### src/rtl/hbcs_pkg.sv
`default_nettype none
// ----------------------------------------------------------------------------
// hbcs_pkg
// Shared types, codes and the bucket hash fold for the hash bucket
// counting sort unit.
// ----------------------------------------------------------------------------
package hbcs_pkg;

  localparam int NUM_BUCKETS = 1024;
  localparam int MAX_KEYS    = 4096;
  localparam int BUCKET_BITS = $clog2(NUM_BUCKETS);
  localparam int KEY_BITS    = $clog2(MAX_KEYS);
  localparam int CNT_W       = 13;
  localparam int IDX_W       = 12;
  localparam int CQ_DEPTH    = 4;
  localparam int CQ_BITS     = $clog2(CQ_DEPTH);

  localparam logic [31:0] RS_A = 32'd63689;
  localparam logic [31:0] RS_B = 32'd378551;

  localparam logic [BUCKET_BITS-1:0] TOP_BUCKET = BUCKET_BITS'(NUM_BUCKETS - 1);

  localparam logic [2:0] OP_KEY_BYTE    = 3'd0;
  localparam logic [2:0] OP_EMPTY_KEY   = 3'd1;
  localparam logic [2:0] OP_BUILD       = 3'd2;
  localparam logic [2:0] OP_READ_BUCKET = 3'd3;
  localparam logic [2:0] OP_READ_RANK   = 3'd4;
  localparam logic [2:0] OP_CLEAR       = 3'd5;

  localparam logic [1:0] STS_OK    = 2'd0;
  localparam logic [1:0] STS_FULL  = 2'd1;
  localparam logic [1:0] STS_RANGE = 2'd2;

  typedef enum logic [2:0] {
    CMD_NOP,
    CMD_KEY,
    CMD_BUILD,
    CMD_RD_BUCKET,
    CMD_RD_RANK,
    CMD_CLEAR
  } cmd_kind_t;

  typedef struct packed {
    cmd_kind_t              kind;
    logic [BUCKET_BITS-1:0] bucket;
    logic [IDX_W-1:0]       idx;
  } cmd_t;

  typedef enum logic [3:0] {
    ST_CLEAR,
    ST_IDLE,
    ST_KEY_WR,
    ST_SCAN_RD,
    ST_SCAN_WR,
    ST_SCAT_KEY,
    ST_SCAT_FILL,
    ST_SCAT_WR,
    ST_RD_BUCKET,
    ST_RD_RANK
  } back_state_t;

  // Remainder modulo 2^BUCKET_BITS - 1 by folding chunks.
  function automatic logic [BUCKET_BITS-1:0] rs_bucket(input logic [31:0] h);
    logic [BUCKET_BITS+2:0] s;
    logic [BUCKET_BITS:0]   t;
    s = '0;
    for (int k = 0; k < 32; k += BUCKET_BITS) begin
      s = s + (BUCKET_BITS+3)'((h >> k) & 32'(NUM_BUCKETS - 1));
    end
    t = (BUCKET_BITS+1)'(s[BUCKET_BITS-1:0]) + (BUCKET_BITS+1)'(s[BUCKET_BITS+2:BUCKET_BITS]);
    if (t >= (BUCKET_BITS+1)'(NUM_BUCKETS - 1)) begin
      t = t - (BUCKET_BITS+1)'(NUM_BUCKETS - 1);
    end
    return t[BUCKET_BITS-1:0];
  endfunction

endpackage
`default_nettype wire

### src/rtl/hbcs_cmd_fifo.sv
`default_nettype none
// ----------------------------------------------------------------------------
// hbcs_cmd_fifo
// Short command queue between the classifying front and the sort engine.
// ----------------------------------------------------------------------------
module hbcs_cmd_fifo (
  input  wire logic          clk,
  input  wire logic          rst,
  input  wire logic          wr_en,
  input  wire hbcs_pkg::cmd_t wr_data,
  output logic               full,
  input  wire logic          rd_en,
  output hbcs_pkg::cmd_t     rd_data,
  output logic               empty
);

  hbcs_pkg::cmd_t                entries [hbcs_pkg::CQ_DEPTH];
  logic [hbcs_pkg::CQ_BITS-1:0]  wr_ptr;
  logic [hbcs_pkg::CQ_BITS-1:0]  rd_ptr;
  logic [hbcs_pkg::CQ_BITS:0]    count;
  logic                          do_wr;
  logic                          do_rd;

  assign full    = (count == (hbcs_pkg::CQ_BITS+1)'(hbcs_pkg::CQ_DEPTH));
  assign empty   = (count == '0);
  assign do_wr   = wr_en && !full;
  assign do_rd   = rd_en && !empty;
  assign rd_data = entries[rd_ptr];

  always_ff @(posedge clk) begin
    if (do_wr) begin
      entries[wr_ptr] <= wr_data;
    end
  end

  always_ff @(posedge clk) begin
    if (rst) begin
      wr_ptr <= '0;
      rd_ptr <= '0;
      count  <= '0;
    end else begin
      if (do_wr) begin
        wr_ptr <= wr_ptr + 1'b1;
      end
      if (do_rd) begin
        rd_ptr <= rd_ptr + 1'b1;
      end
      if (do_wr && !do_rd) begin
        count <= count + 1'b1;
      end else if (do_rd && !do_wr) begin
        count <= count - 1'b1;
      end
    end
  end

endmodule
`default_nettype wire

### config.mk
export PLATFORM = sky130hd
export DESIGN_NAME = hbcs_cmd_fifo
export DESIGN_NICKNAME = d
export VERILOG_FILES = /design/src/rtl/hbcs_pkg.sv /design/src/rtl/hbcs_cmd_fifo.sv
export SDC_FILE = /design/constraint.sdc
export NUM_CORES = 1
export LEC_CHECK = 0
export BUFFER_PORTS_ARGS = -buffer_cell sky130_fd_sc_hd__buf_4
export CORE_UTILIZATION = 51
export CTS_CLUSTER_DIAMETER = 80
export DETAILED_ROUTE_END_ITERATION = 7
export PLACE_DENSITY = 0.74
export SLEW_MARGIN = 30
export SYNTH_ARGS = -nofsm -noshare
export SYNTH_HDL_FRONTEND = slang
export SYNTH_SLANG_ARGS = --single-unit
### constraint.sdc
create_clock -name clk -period 2.1 [get_ports clk]
set_input_delay 0.21 -clock clk [delete_from_list [all_inputs] [get_ports clk]]
set_output_delay 0.21 -clock clk [all_outputs]
set_load 0.02 [all_outputs]
# Word-level counts from Yosys, hierarchy flattened

Memory sizes are Yosys's and may differ from the RTL's. A register that Yosys moved wholly into a read port is not among the register bits.
Cells that the tools add are included.

Register bits after elaboration: 7
RAM bits: 100
Memories: 1

Memory list:

| name    | words | bits a word | read ports | clocked after memory_dff | write ports | RTL line            | source |
|---|---|---|---|---|---|---|---|
| entries | 4     | 25          | 1          | 1                        | 1           | hbcs_cmd_fifo.sv:17 | `hbcs_pkg::cmd_t entries [hbcs_pkg::CQ_DEPTH];` |

Add/sub/neg operators: 4
Equal/unequal tests: 1
Mux-type cells: 6
Reduce and logical (&&, ||, !) cells: 10

Operator list:

| operator                                         | number |
|---|---|
| 2-to-1 mux 3 bit                                 | 2 |
| adder 2 x 1 -> 2 bit, second input constant      | 2 |
| logical AND 1 bit                                | 4 |
| zero test 1 bit                                  | 4 |
| 2-to-1 mux 2 bit                                 | 2 |
| adder 3 x 1 -> 3 bit, second input constant      | 1 |
| equality test 3 bit, second input constant       | 1 |
| zero test 3 bit                                  | 1 |
| subtractor 3 x 1 -> 3 bit, second input constant | 1 |
| 2-to-1 mux 1 bit                                 | 2 |
| nonzero test 2 bit                               | 1 |

# Longest topological paths before layout

Depth in word-level cells: 7
Depth in mapped cells: 8
Gate-level depth less buffers: 8

# Worst setup path after synthesis

OpenSTA, ideal clock, no wires.

Kind: register to register
Start point: register count[0] (netlist bit)
End point: register count[2] (netlist bit)
Setup time: 70 ps
Arrival: 2,024 ps
Required time: 2,030 ps
Setup slack: 6 ps
Cell stages (with the launch flop): 9
Buffers on the path: 0
Clock period less this slack: 2,094 ps
Path through: dfxtp_1 -> nor3b_4 -> nor2_1 -> ha_1 -> inv_1 -> fa_1 -> xor2_1 -> or3_1 -> a21oi_1

Word-level cells in the longest chain between the ends: 6
Elaborated cells on any way between the ends: 15
Classes of those cells: add/sub (2); eq/ne (1); mux (2); reduce/logical (10)

Ends and longest elaborated chain:

| item                         | RTL line            | source |
|---|---|---|
| start, declared              | hbcs_cmd_fifo.sv:20 | `logic [hbcs_pkg::CQ_BITS:0] count;` |
| start signal, assigned       | hbcs_cmd_fifo.sv:49 | `count <= count + 1'b1;` |
| start signal, assigned       | hbcs_cmd_fifo.sv:51 | `count <= count - 1'b1;` |
| equality test 3 bit *        | hbcs_cmd_fifo.sv:24 | `assign full = (count == (hbcs_pkg::CQ_BITS+1)'(hbcs_pkg::CQ_DEPTH));` |
| net full                     | hbcs_cmd_fifo.sv:11 | `output logic full,` |
| zero test 1 bit *            | hbcs_cmd_fifo.sv:26 | `assign do_wr = wr_en && !full;` |
| logical AND 1 bit *          | hbcs_cmd_fifo.sv:26 |  |
| net do_wr                    | hbcs_cmd_fifo.sv:21 | `logic do_wr;` |
| zero test 1 bit              | hbcs_cmd_fifo.sv:50 | `end else if (do_rd && !do_wr) begin` |
| logical AND 1 bit            | hbcs_cmd_fifo.sv:50 |  |
| nonzero test 2 bit (no line) | --                  |  |

Mark *: on every way through the listed nets, which the timed path passes. The rest lies on a longest branch. The select of a mux whose other input is x is not followed.
A chain may end at the register's enable or synchronous reset.

# Final worst setup path

Start point: register count[1] (netlist bit)
End point: register count[2] (netlist bit)

Word-level cells in the longest chain between the ends: 6
Elaborated cells on any way between the ends: 15
Classes of those cells: add/sub (2); eq/ne (1); mux (2); reduce/logical (10)

Ends and longest elaborated chain:

| item |
|---|
| branches (longest 6 deep; another with subtractor 3 x 1 -> 3 bit) |

Several ways; the timed one is not identified. The select of a mux whose other input is x is not followed.

==> out/metrics.cfg <==
[drt]
firstDrtPassIters=5
drt-initial-drc-count=56
wl_per_cell_um=17.9
antenna_left=0
finalWirelength_mm=6.38
viasPerCell=5.37
drc_errors=0
route.vias.total=1912

[cts]
clk_path_buf_depth=2
numCtsBuffers=9
cts_tree=built
cts_sinks=109
clk_latency_ns=0.36
htree_levels=3
cts_hold_buf=0
root_buffer=clkbuf_8
clk_pin_slew_worst_paths_ns=0.10

[grt]
grtUsageTotal=0.168
first_global_vias=2068
antenna_found_initial=0
grt_pass1_wl_mm=10.3
grt_remaining_overflow=0
grt_max_degree=22

[logic_synthesis]
syn-instance-count=179
netlist_area_sq_mm=0.00413
async_reset_ff_frac=0
ys_warn_count=0
yosysTopAreaCellShare=0.728
yosys.area.top_type=edfxtp_1
synth-edff-count=100
yosysSeqAreaShare=0.772
syn_area_per_cell_sq_um=23.0
synth_area_leaders=edfxtp_1 (73%), mux4_2 (11%), dfxtp_1 (4.4%)
ys_dominant_reg_cell=edfxtp_1
synth_nets=214
synth.most_common_cell=edfxtp_1
ys_types=24
synth_common_cells=edfxtp_1 (100), mux4_2 (20), dfxtp_1 (9)
yosys_register_bits=109

[floorplanning]
rows=32
core-area_sq_mm=0.00777
dieArea_sq_mm=0.00845
ios=56
die_y_um=91.9
chipWidth_um=91.9
initial_core_util=0.531

[setup_path]
cp.arrival_ns=2.29
crit_slowest_cell=dfxtp_2
cp-end-kind=register
crit_chain=o31ai_4 > ha_1 > inv_1 > fa_1 > xor2_1 > or3_1 > a21oi_1
critPathBufInv=1
timing.critical_path.max_delay_family=adder cells
cp_max_fo=6
required_ns=2.40
crit_path_start_kind=register
path_class=reg2reg
worst_path_largest_cell_delay_ns=0.39

[sta]
drv_slew=0
period_needed_ns=1.99
fin_setup_tns_ns=0
fmax_mhz=502
min_period_over_period=0.948
finalSetupViolCount=0
skew_ns=0.00945
finalHoldViolCount=0
worst-slew-pin-transition_ns=0.352
slew_headroom=0.765
rsz0062_at_grt=no

[power]
p_leak_nw=1.70
p_total_mw=5.70
ir_drop_v=0.000634
power_density_mw_per_mm2=1150

[place]
gp_congestion=0.677
port_buffers=55
dp_hpwl_mm=4.15

[outcome]
status=finished clean

[final_layout]
syn_to_final_growth_pct=19.9
drive_gt1_frac=0.417
antennaDiodeCount=0
fin_nets=284

[hold_path]
hold_path_class=in2reg

[run]
drv_cap=0

## metrics by stage
stage	cell area, sq um	setup WS (ns)	instances	utilization	hold slack (ns)
after global routing	4940	0.00487	356	0.637	0.0208
after floorplan	4130	0.00560	179	-	0.309
after global placement	4730	0.0852	340	0.609	0.411
after detailed placement	4730	0.0653	340	0.609	0.415
final	4940	0.110	356	0.637	0.0408
after CTS	4930	0.0365	356	0.635	0.0259
## worst reg2reg max path, cell delays in order, from the launching register on
cell     delay, ns
dfxtp_2       0.39
o31ai_4       0.29
ha_1          0.23
inv_1         0.06
fa_1          0.37
xor2_1        0.15
or3_1         0.31
a21oi_1       0.14
## power breakdown
part	leakage [nW]	internal (mW)	switching [mW]	total (mW)
Clock	0.0895	0.553	0.678	1.23
Combinational	0.618	0.877	0.830	1.71
Sequential	0.992	2.62	0.137	2.76
Total	1.70	4.05	1.65	5.70
## logic make-up (layout without fill, tap and decap cells)
kind of cell / Yosys count / count (layout) / share of synthesized area
DFF: 109 / 109 / 0.772
xor gates and xnor gates: 4 / 4 / 0.00849
adders and majority gates: 6 / 6 / 0.0200
AOI/OAI and AO/OA: 6 / 6 / 0.0100
and+or+nand+nor: 16 / 16 / 0.0234
buffers and inverters: 11 / 86 / 0.0206
muxes: 27 / 27 / 0.146
## worst paths after layout
| kind | slack, ns | startpoint | endpoint | cells past startpoint |
|---|---|---|---|---|
| max | 0.11 | count[1]$_SDFFE_PP0P_ | count[2]$_SDFFE_PP0P_ | 7 |
| min | 0.04 | wr_data[2] | entries[0][2]$_DFFE_PP_ | 1 |
| max reg2reg | 0.11 | count[1]$_SDFFE_PP0P_ | count[2]$_SDFFE_PP0P_ | 7 |
| min reg2reg | 0.53 | wr_ptr[1]$_SDFFE_PP0P_ | wr_ptr[1]$_SDFFE_PP0P_ | 2 |
## flip-flops by register name (all words and copies together), names as in the netlist, named ones only
signal	cells
count	3
wr_ptr	2
entries	100
rd_ptr	2
## layout make-up
class | count | area [sq um]
clock buffers | 9 | 124
repair buffers | 66 | 549
multi-input cells | 59 | 866
fillers | 566 | 2820
clock inverters | 7 | 73.8
flip-flops and latches | 109 | 3190
well taps | 102 | 128
inverters | 4 | 15.0
## repair_timing
item                                    in CTS  in global routing
endpoints found under the setup margin       3                  4
setup buffers                                0                  0
gates cloned                                 0                  0
gates resized for setup                      1                  4
## layout by cell type, fill, tap and decap left out, drive strengths merged, types with 3 or more instances in the layout
master / instances
mux4: 25
clkbuf: 9
dfxtp: 9
xor2: 4
buf: 66
ha: 5
and2: 4
inv: 5
edfxtp: 100
clkinvlp: 3
nor2: 6
## per-layer routing
layer  global-route usage  wire [um]  share of wire
met5                    0          0              0
met4               0.0833        134          0.021
met2                0.284       3300           0.52
met3               0.0415        278          0.044
met1                0.202       2670           0.42
Note: power is estimated with default switching activity, not from simulation.
