==> src/rtl/hbcs_pkg.sv <==
`default_nettype none
// ----------------------------------------------------------------------------
// hbcs_pkg
// Shared types, codes and the bucket hash fold for the hash bucket
// counting sort unit.
// ----------------------------------------------------------------------------
package hbcs_pkg;

  localparam int NUM_BUCKETS = 1024;
  localparam int MAX_KEYS    = 4096;
  localparam int BUCKET_BITS = $clog2(NUM_BUCKETS);
  localparam int KEY_BITS    = $clog2(MAX_KEYS);
  localparam int CNT_W       = 13;
  localparam int IDX_W       = 12;
  localparam int CQ_DEPTH    = 4;
  localparam int CQ_BITS     = $clog2(CQ_DEPTH);

  localparam logic [31:0] RS_A = 32'd63689;
  localparam logic [31:0] RS_B = 32'd378551;

  localparam logic [BUCKET_BITS-1:0] TOP_BUCKET = BUCKET_BITS'(NUM_BUCKETS - 1);

  localparam logic [2:0] OP_KEY_BYTE    = 3'd0;
  localparam logic [2:0] OP_EMPTY_KEY   = 3'd1;
  localparam logic [2:0] OP_BUILD       = 3'd2;
  localparam logic [2:0] OP_READ_BUCKET = 3'd3;
  localparam logic [2:0] OP_READ_RANK   = 3'd4;
  localparam logic [2:0] OP_CLEAR       = 3'd5;

  localparam logic [1:0] STS_OK    = 2'd0;
  localparam logic [1:0] STS_FULL  = 2'd1;
  localparam logic [1:0] STS_RANGE = 2'd2;

  typedef enum logic [2:0] {
    CMD_NOP,
    CMD_KEY,
    CMD_BUILD,
    CMD_RD_BUCKET,
    CMD_RD_RANK,
    CMD_CLEAR
  } cmd_kind_t;

  typedef struct packed {
    cmd_kind_t              kind;
    logic [BUCKET_BITS-1:0] bucket;
    logic [IDX_W-1:0]       idx;
  } cmd_t;

  typedef enum logic [3:0] {
    ST_CLEAR,
    ST_IDLE,
    ST_KEY_WR,
    ST_SCAN_RD,
    ST_SCAN_WR,
    ST_SCAT_KEY,
    ST_SCAT_FILL,
    ST_SCAT_WR,
    ST_RD_BUCKET,
    ST_RD_RANK
  } back_state_t;

  // Remainder modulo 2^BUCKET_BITS - 1 by folding chunks.
  function automatic logic [BUCKET_BITS-1:0] rs_bucket(input logic [31:0] h);
    logic [BUCKET_BITS+2:0] s;
    logic [BUCKET_BITS:0]   t;
    s = '0;
    for (int k = 0; k < 32; k += BUCKET_BITS) begin
      s = s + (BUCKET_BITS+3)'((h >> k) & 32'(NUM_BUCKETS - 1));
    end
    t = (BUCKET_BITS+1)'(s[BUCKET_BITS-1:0]) + (BUCKET_BITS+1)'(s[BUCKET_BITS+2:BUCKET_BITS]);
    if (t >= (BUCKET_BITS+1)'(NUM_BUCKETS - 1)) begin
      t = t - (BUCKET_BITS+1)'(NUM_BUCKETS - 1);
    end
    return t[BUCKET_BITS-1:0];
  endfunction

endpackage
`default_nettype wire

==> src/rtl/hbcs_front.sv <==
`default_nettype none
// ----------------------------------------------------------------------------
// hbcs_front
// Accepts transactions, runs the RS hash over key bytes and classifies each
// transaction into a command with its bucket number for the engine.
// ----------------------------------------------------------------------------
module hbcs_front (
  input  wire logic        clk,
  input  wire logic        rst,
  input  wire logic        accept,
  input  wire logic [2:0]  operation,
  input  wire logic [7:0]  key_byte,
  input  wire logic        key_end,
  input  wire logic [11:0] read_index,
  output logic             busy,
  input  wire logic        q_full,
  output logic             q_push,
  output hbcs_pkg::cmd_t   q_data
);

  logic [31:0]               hash_accum;
  logic [31:0]               hash_mult;
  logic                      s2_valid;
  hbcs_pkg::cmd_kind_t       s2_kind;
  logic [31:0]               s2_hash;
  logic [hbcs_pkg::IDX_W-1:0] s2_idx;
  logic [31:0]               sx;
  logic [31:0]               prod;
  logic [31:0]               mult_step;

  assign sx        = {{24{key_byte[7]}}, key_byte};
  assign prod      = hash_accum * hash_mult + sx;
  assign mult_step = hash_mult * hbcs_pkg::RS_B;

  assign busy          = s2_valid && q_full;
  assign q_push        = s2_valid;
  assign q_data.kind   = s2_kind;
  assign q_data.bucket = hbcs_pkg::rs_bucket(s2_hash);
  assign q_data.idx    = s2_idx;

  always_ff @(posedge clk) begin
    if (accept) begin
      s2_idx  <= read_index;
      s2_hash <= '0;
      s2_kind <= hbcs_pkg::CMD_NOP;
      case (operation)
        hbcs_pkg::OP_KEY_BYTE: begin
          if (key_end) begin
            s2_kind <= hbcs_pkg::CMD_KEY;
            s2_hash <= prod;
          end
        end
        hbcs_pkg::OP_EMPTY_KEY:   s2_kind <= hbcs_pkg::CMD_KEY;
        hbcs_pkg::OP_BUILD:       s2_kind <= hbcs_pkg::CMD_BUILD;
        hbcs_pkg::OP_READ_BUCKET: s2_kind <= hbcs_pkg::CMD_RD_BUCKET;
        hbcs_pkg::OP_READ_RANK:   s2_kind <= hbcs_pkg::CMD_RD_RANK;
        hbcs_pkg::OP_CLEAR:       s2_kind <= hbcs_pkg::CMD_CLEAR;
        default:                  s2_kind <= hbcs_pkg::CMD_NOP;
      endcase
    end
  end

  always_ff @(posedge clk) begin
    if (rst) begin
      s2_valid   <= 1'b0;
      hash_accum <= '0;
      hash_mult  <= hbcs_pkg::RS_A;
    end else begin
      if (accept) begin
        s2_valid <= 1'b1;
      end else if (!q_full) begin
        s2_valid <= 1'b0;
      end
      if (accept) begin
        case (operation)
          hbcs_pkg::OP_KEY_BYTE: begin
            if (key_end) begin
              hash_accum <= '0;
              hash_mult  <= hbcs_pkg::RS_A;
            end else begin
              hash_accum <= prod;
              hash_mult  <= mult_step;
            end
          end
          hbcs_pkg::OP_EMPTY_KEY, hbcs_pkg::OP_CLEAR: begin
            hash_accum <= '0;
            hash_mult  <= hbcs_pkg::RS_A;
          end
          default: begin
            hash_accum <= hash_accum;
          end
        endcase
      end
    end
  end

endmodule
`default_nettype wire

==> config.mk <==
export PLATFORM = sky130hd
export DESIGN_NAME = hbcs_front
export DESIGN_NICKNAME = d
export VERILOG_FILES = /design/src/rtl/hbcs_pkg.sv /design/src/rtl/hbcs_front.sv
export SDC_FILE = /design/constraint.sdc
export NUM_CORES = 2
export LEC_CHECK = 0
export ABC_AREA = 1
export BUFFER_PORTS_ARGS = -buffer_cell sky130_fd_sc_hd__buf_2
export CAP_MARGIN = 20
export CORE_ASPECT_RATIO = 0.6
export CORE_UTILIZATION = 30
export CTS_CLUSTER_SIZE = 10
export DETAILED_ROUTE_END_ITERATION = 7
export SLEW_MARGIN = 20
export SYNTH_ARGS = -nofsm -noshare
export SYNTH_HDL_FRONTEND = slang
export SYNTH_SLANG_ARGS = --single-unit
==> constraint.sdc <==
create_clock -name clk -period 20.3 [get_ports clk]
set_input_delay 4.06 -clock clk [delete_from_list [all_inputs] [get_ports clk]]
set_output_delay 4.06 -clock clk [all_outputs]
set_load 0.02 [all_outputs]
# Word-level counts from Yosys, hierarchy flattened
# Cells that the tools add are included.
# word_totals
ff_bits,112
output_inout_bits,27
elab_cells,36
# op_classes
addsub,6
mul,2
n_lt_le_gt_ge,1
eq_ne,6
mux,9
reduce_logical,6
# op_table
cell,n
$pmux W32 S2,2
$mux W32,2
$add A32 B32 Y32,1
$mul A32 B19 Y32 const B,1
$mul A32 B32 Y32,1
$pmux W3 S6,1
$add A12 B2 Y13,1
$add A11 B10 Y12,1
$add A10 B10 Y11,1
$add A10 B3 Y11,1
$ge A11 B10 Y1 const B,1
$mux W10,1
$sub A10 B10 Y10 const B,1
$eq A3 B2 Y1 const B,2
$eq A3 B3 Y1 const B,2
$reduce_and A2 Y1,2
$eq A3 B1 Y1 const B,1
$logic_not A3 Y1,1
$mux W1,3
$ne A2 B2 Y1 const B,1
$reduce_bool A2 Y1,1
$reduce_or A2 Y1,1
$logic_and A1 B1 Y1,1

# Depth between registers and ports, before layout
# logic_depth
ltp_word,6
mapped_depth,35
ltp_nobuf,33

# Worst setup path after synthesis
# Ideal clock, no wire load.
# synth_path
kind,input -> register
start,input key_byte[7]
end,"register s2_hash[30], data pin"
t_arrival_ns,10.310
required_time_ns,20.034
slack_ns,9.724
path_stages,25
cell_sequence,inv_1 > fa_1 > fa_1 > inv_1 > fa_1 > inv_1 > fa_1 > inv_1 > fa_1 > fa_1 > fa_1 > inv_1 > fa_1 > inv_1 > ha_1 > nand2_1 > nor2_1 > and3_1 > nand4_1 > nand3_1 > a21o_1 > a21boi_0 > o211ai_1 > nand2_1 > nor2_1
# synth_via
elab_chain_len,1
# synth_rtl
item,line_no,rtl
"start, declared",hbcs_front.sv:12,"input wire logic [7:0] key_byte,"
$add A32 B32 Y32,hbcs_front.sv:32,assign prod = hash_accum * hash_mult + sx;
"end signal, assigned",hbcs_front.sv:50,s2_hash <= prod;
"end, declared",hbcs_front.sv:25,logic [31:0] s2_hash;
# No other way between the ends.
# A chain may end at the register's enable or synchronous reset.

# Final worst setup path
# Same ends and word-level chain as after synthesis.

==> results.txt <==
----------------------------------------------------
[Clock tree]
  Clk sink count ... 112
  Clock latency at the later pin of the worst-skew pair ... 0.40 ns
  Post-CTS sizing ... 0
  Clock-pin slew on the worst setup and hold paths ... 0.09 ns
  Root buf cell ... sky130_fd_sc_hd__clkbuf_16
  Number of clock buffers inserted by TritonCTS ... 9
  TritonCTS clock tree ... yes
  Number of buffers between clock root and the deepest sink ... 2
  H-tree levels ... 3
  Number of buffers inserted for hold repair after clock tree synthesis ... 0
  Post-CTS repair timing setup buffer count ... 0

[Routing]
  DR vias ... 22900
  Met3 Wirelength ... 9150 um
  Antenna Violating Nets Remaining ... 0
  Highest metal layer with signal wires ... met4
  Post-route DRC ... 0
  Vias per std cell ... 4.51
  Wirelength per Cell ... 16.8 um
  Drt first pass iters ... 6
  Number of DRC markers in iteration 0 ... 2063
  DRT met1 WL ... 44600 um
  Detailed-routed wire length on met2 ... 30800 um
  Final wirelength ... 85600 um

[Placed design]
  Count of port buffers added during placement ... 54
  DP Wirelength ... 68300 um
  Pre-CTS setup slack ... 9.05 ns
  Routability congestion estimate ... 0.925

[Setup path]
  Top delay family on crit path ... adder cells
  Critical path startpoint category ... input port
  Critical path data required time ... 20.43 ns
  Crit path DAT ... 10.98 ns
  Library cell appearing most often on the critical path ... sky130_fd_sc_hd__fa_1
  Beginning of the worst register-to-register path ... hash_mult[2]
  Critical Path Fanout Max ... 15
  Largest incremental delay on the critical path ... 0.55 ns
  Cell with the largest stage delay on the worst path ... sky130_fd_sc_hd__fa_1
  Count of buffering cells on the critical path with inverters included ... 8
  Worst Path Class, Setup ... in2reg
  Cells on worst reg2reg path ... 29
  Terminus of the critical flop-to-flop path ... s2_hash[30]
  R2r setup slk ... 12.45 ns
  Type of destination of the critical path ... flip-flop

[Yosys]
  Sequential share of the synthesized area ... 0.0887
  Area share of the largest cell type after synthesis ... 0.425
  Area of the mapped netlist ... 30600 um^2
  Post-synthesis net count ... 4724
  Main area contributors after synthesis ... sky130_fd_sc_hd__fa_1, sky130_fd_sc_hd__inv_1, sky130_fd_sc_hd__ha_1, sky130_fd_sc_hd__nand2_1, sky130_fd_sc_hd__edfxtp_1
  Yosys warning count ... 0
  Flops & latches, synth ... 112
  Number of flops mapped to enable cells by yosys ... 47
  Share of synthesized registers carrying an async set or reset ... 0
  Most frequently used flop master after synthesis ... sky130_fd_sc_hd__dfxtp_1
  Mean area per synthesized cell ... 8.13 um^2
  Synth unique cells ... 53
  Largest area contributor in the netlist ... sky130_fd_sc_hd__fa_1
  Number of cells produced by synthesis ... 3763

[Timing]
  Hold slack ... 0.469 ns
  Max transition margin ... 0.285
  Final period util ... 0.534
  Final-report max-slew violation count ... 0
  Actual slew at the worst max-slew pin ... 1.07 ns
  Maximum clock frequency ... 0.0922 GHz
  Setup violation total in the final timing report ... 0
  Post-route minimum period ... 10.85 ns
  Post-layout worst setup margin ... 9.45 ns
  Skew final ... 0.0145 ns
  RSZ-0062 raised after global routing ... false
  Hold Vio Cnt, Final ... 0
  Sum of negative setup slack ... 0 ns

[Final layout]
  Final Core Density ... 0.324
  Fraction of final layout cells sized beyond drive strength 1 ... 0.0443
  Diodes inserted ... 0
  Syn-to-layout area delta ... 6.92%
  Final net count ... 4704

[Die]
  Die extent in x ... 414 um
  Site Rows ... 90
  Die height ... 249 um
  Total die area ... 103000 um^2
  Core region area ... 101000 um^2
  Starting density of the core ... 0.303
  Count of boundary I/O pins ... 55

[Hold path]
  Hold Path Stages ... 2
  Hold EP ... hash_mult[8]
  Launch point of the worst hold path ... hash_mult[8]
  Hold Crit Class ... reg2reg

[Global routing]
  Wire length of the first global-routing pass ... 136000 um
  Vias in the first global route ... 23100
  All-layer global routing usage ... 0.171
  Largest net degree at the start of global routing ... 65
  Antenna violations before repair ... 0
  Total grt overflow ... 0

[Flow run]
  Number of max-cap violations ... 0

[Outcome]
  Outcome ... finished clean

----------------------------------------------------
[flip-flops by register name (all words and copies together) (netlist names)]
name,count
hash_accum,32
hash_mult,32
s2_hash,32
s2_idx,12
s2_kind,3
q_push,1
[tightest hold or removal path: cells and delay by family (launching register included)]
kind | cells | cell delay [ns]
flip-flops | 1 | 0.32
AND/OR/NAND/NOR | 1 | 0.06
AO/OA/AOI/OAI | 1 | 0.06
[cells in the mapped netlist (45+ instances only)]
cell                          n
sky130_fd_sc_hd__inv_1     1211
sky130_fd_sc_hd__nand2_1    847
sky130_fd_sc_hd__fa_1       649
sky130_fd_sc_hd__ha_1       284
sky130_fd_sc_hd__a21oi_1    136
sky130_fd_sc_hd__clkbuf_1   106
sky130_fd_sc_hd__nor2_1      81
sky130_fd_sc_hd__dfxtp_1     65
sky130_fd_sc_hd__nand3_1     61
sky130_fd_sc_hd__o21ai_0     50
sky130_fd_sc_hd__edfxtp_1    47
sky130_fd_sc_hd__xor2_1      45
[how the worst max path moves through the flow]
| stage | from | end | slack, ns | depth (start not counted) |
|---|---|---|---|---|
| final | key_byte[7] | s2_hash[30] | 9.45 | 28 |
| after global routing | key_byte[7] | s2_hash[30] | 8.99 | 28 |
| after CTS | key_byte[7] | s2_hash[30] | 9.45 | 28 |
| after detailed placement | key_byte[7] | s2_hash[30] | 9.05 | 28 |
| after global placement | key_byte[7] | s2_hash[30] | 9.03 | 26 |
| after floorplan | key_byte[7] | s2_hash[30] | 9.72 | 25 |
[logic make-up after synthesis]
family / after synthesis / share of synthesized area
XOR/XNOR: 77 / 0.0223
AO/OA/AOI/OAI: 233 / 0.0419
AND/OR/NAND/NOR: 1061 / 0.140
flip-flops: 112 / 0.0887
adder cells (fa/ha/maj): 933 / 0.541
buffers and inverters: 1347 / 0.166
[through the flow]
step           std cells  area, um^2
2_1_floorplan       3763       30600
3_3_place_gp        5066       32400
3_5_place_dp        5066       32400
4_1_cts             5082       32700
5_1_grt             5082       32700
6_report            5082       32700
[cell type report]
cell class	count	area (um^2)
clock buffers	9	225
clock inverters	7	91.3
fillers	10600	68100
inverters	1215	4560
multi-input cells	2304	22800
flip-flops and latches	112	2720
well taps	1334	1670
repair buffers	101	623
[cell usage in the layout, fill, tap and decap left out, types with 3 or more instances in the layout]
master and instances:
sky130_fd_sc_hd__nor2_2 5, sky130_fd_sc_hd__dfxtp_1 63, sky130_fd_sc_hd__a21o_1 4, sky130_fd_sc_hd__nor3_1 8, sky130_fd_sc_hd__nand2_1 847, sky130_fd_sc_hd__edfxtp_1 47, sky130_fd_sc_hd__clkbuf_16 9, sky130_fd_sc_hd__o22ai_1 3
sky130_fd_sc_hd__a21oi_1 136, sky130_fd_sc_hd__o21bai_1 6, sky130_fd_sc_hd__inv_1 1211, sky130_fd_sc_hd__ha_1 284, sky130_fd_sc_hd__o211ai_1 3, sky130_fd_sc_hd__o21a_1 3, sky130_fd_sc_hd__o21ai_1 4, sky130_fd_sc_hd__nand3b_1 11
sky130_fd_sc_hd__buf_4 47, sky130_fd_sc_hd__nor2_1 80, sky130_fd_sc_hd__nand2_2 8, sky130_fd_sc_hd__nand3_1 61, sky130_fd_sc_hd__fa_1 649, sky130_fd_sc_hd__or2_2 15, sky130_fd_sc_hd__nand4_1 14, sky130_fd_sc_hd__buf_2 54
sky130_fd_sc_hd__inv_6 3, sky130_fd_sc_hd__inv_2 4, sky130_fd_sc_hd__xnor2_1 31, sky130_fd_sc_hd__a21boi_0 3, sky130_fd_sc_hd__o21ai_0 49, sky130_fd_sc_hd__xor2_1 45, sky130_fd_sc_hd__a31oi_1 6
[per-layer routing]
layer  GRT usage  vias to the layer above
met2       0.216                      855
met5           0                        -
met4      0.0238                        0
met1       0.279                    11300
li1            -                    10700
met3      0.0538                       43
Power is not shown: default switching activity piles up to over one toggle a cycle in this logic, so the estimate is an artifact.
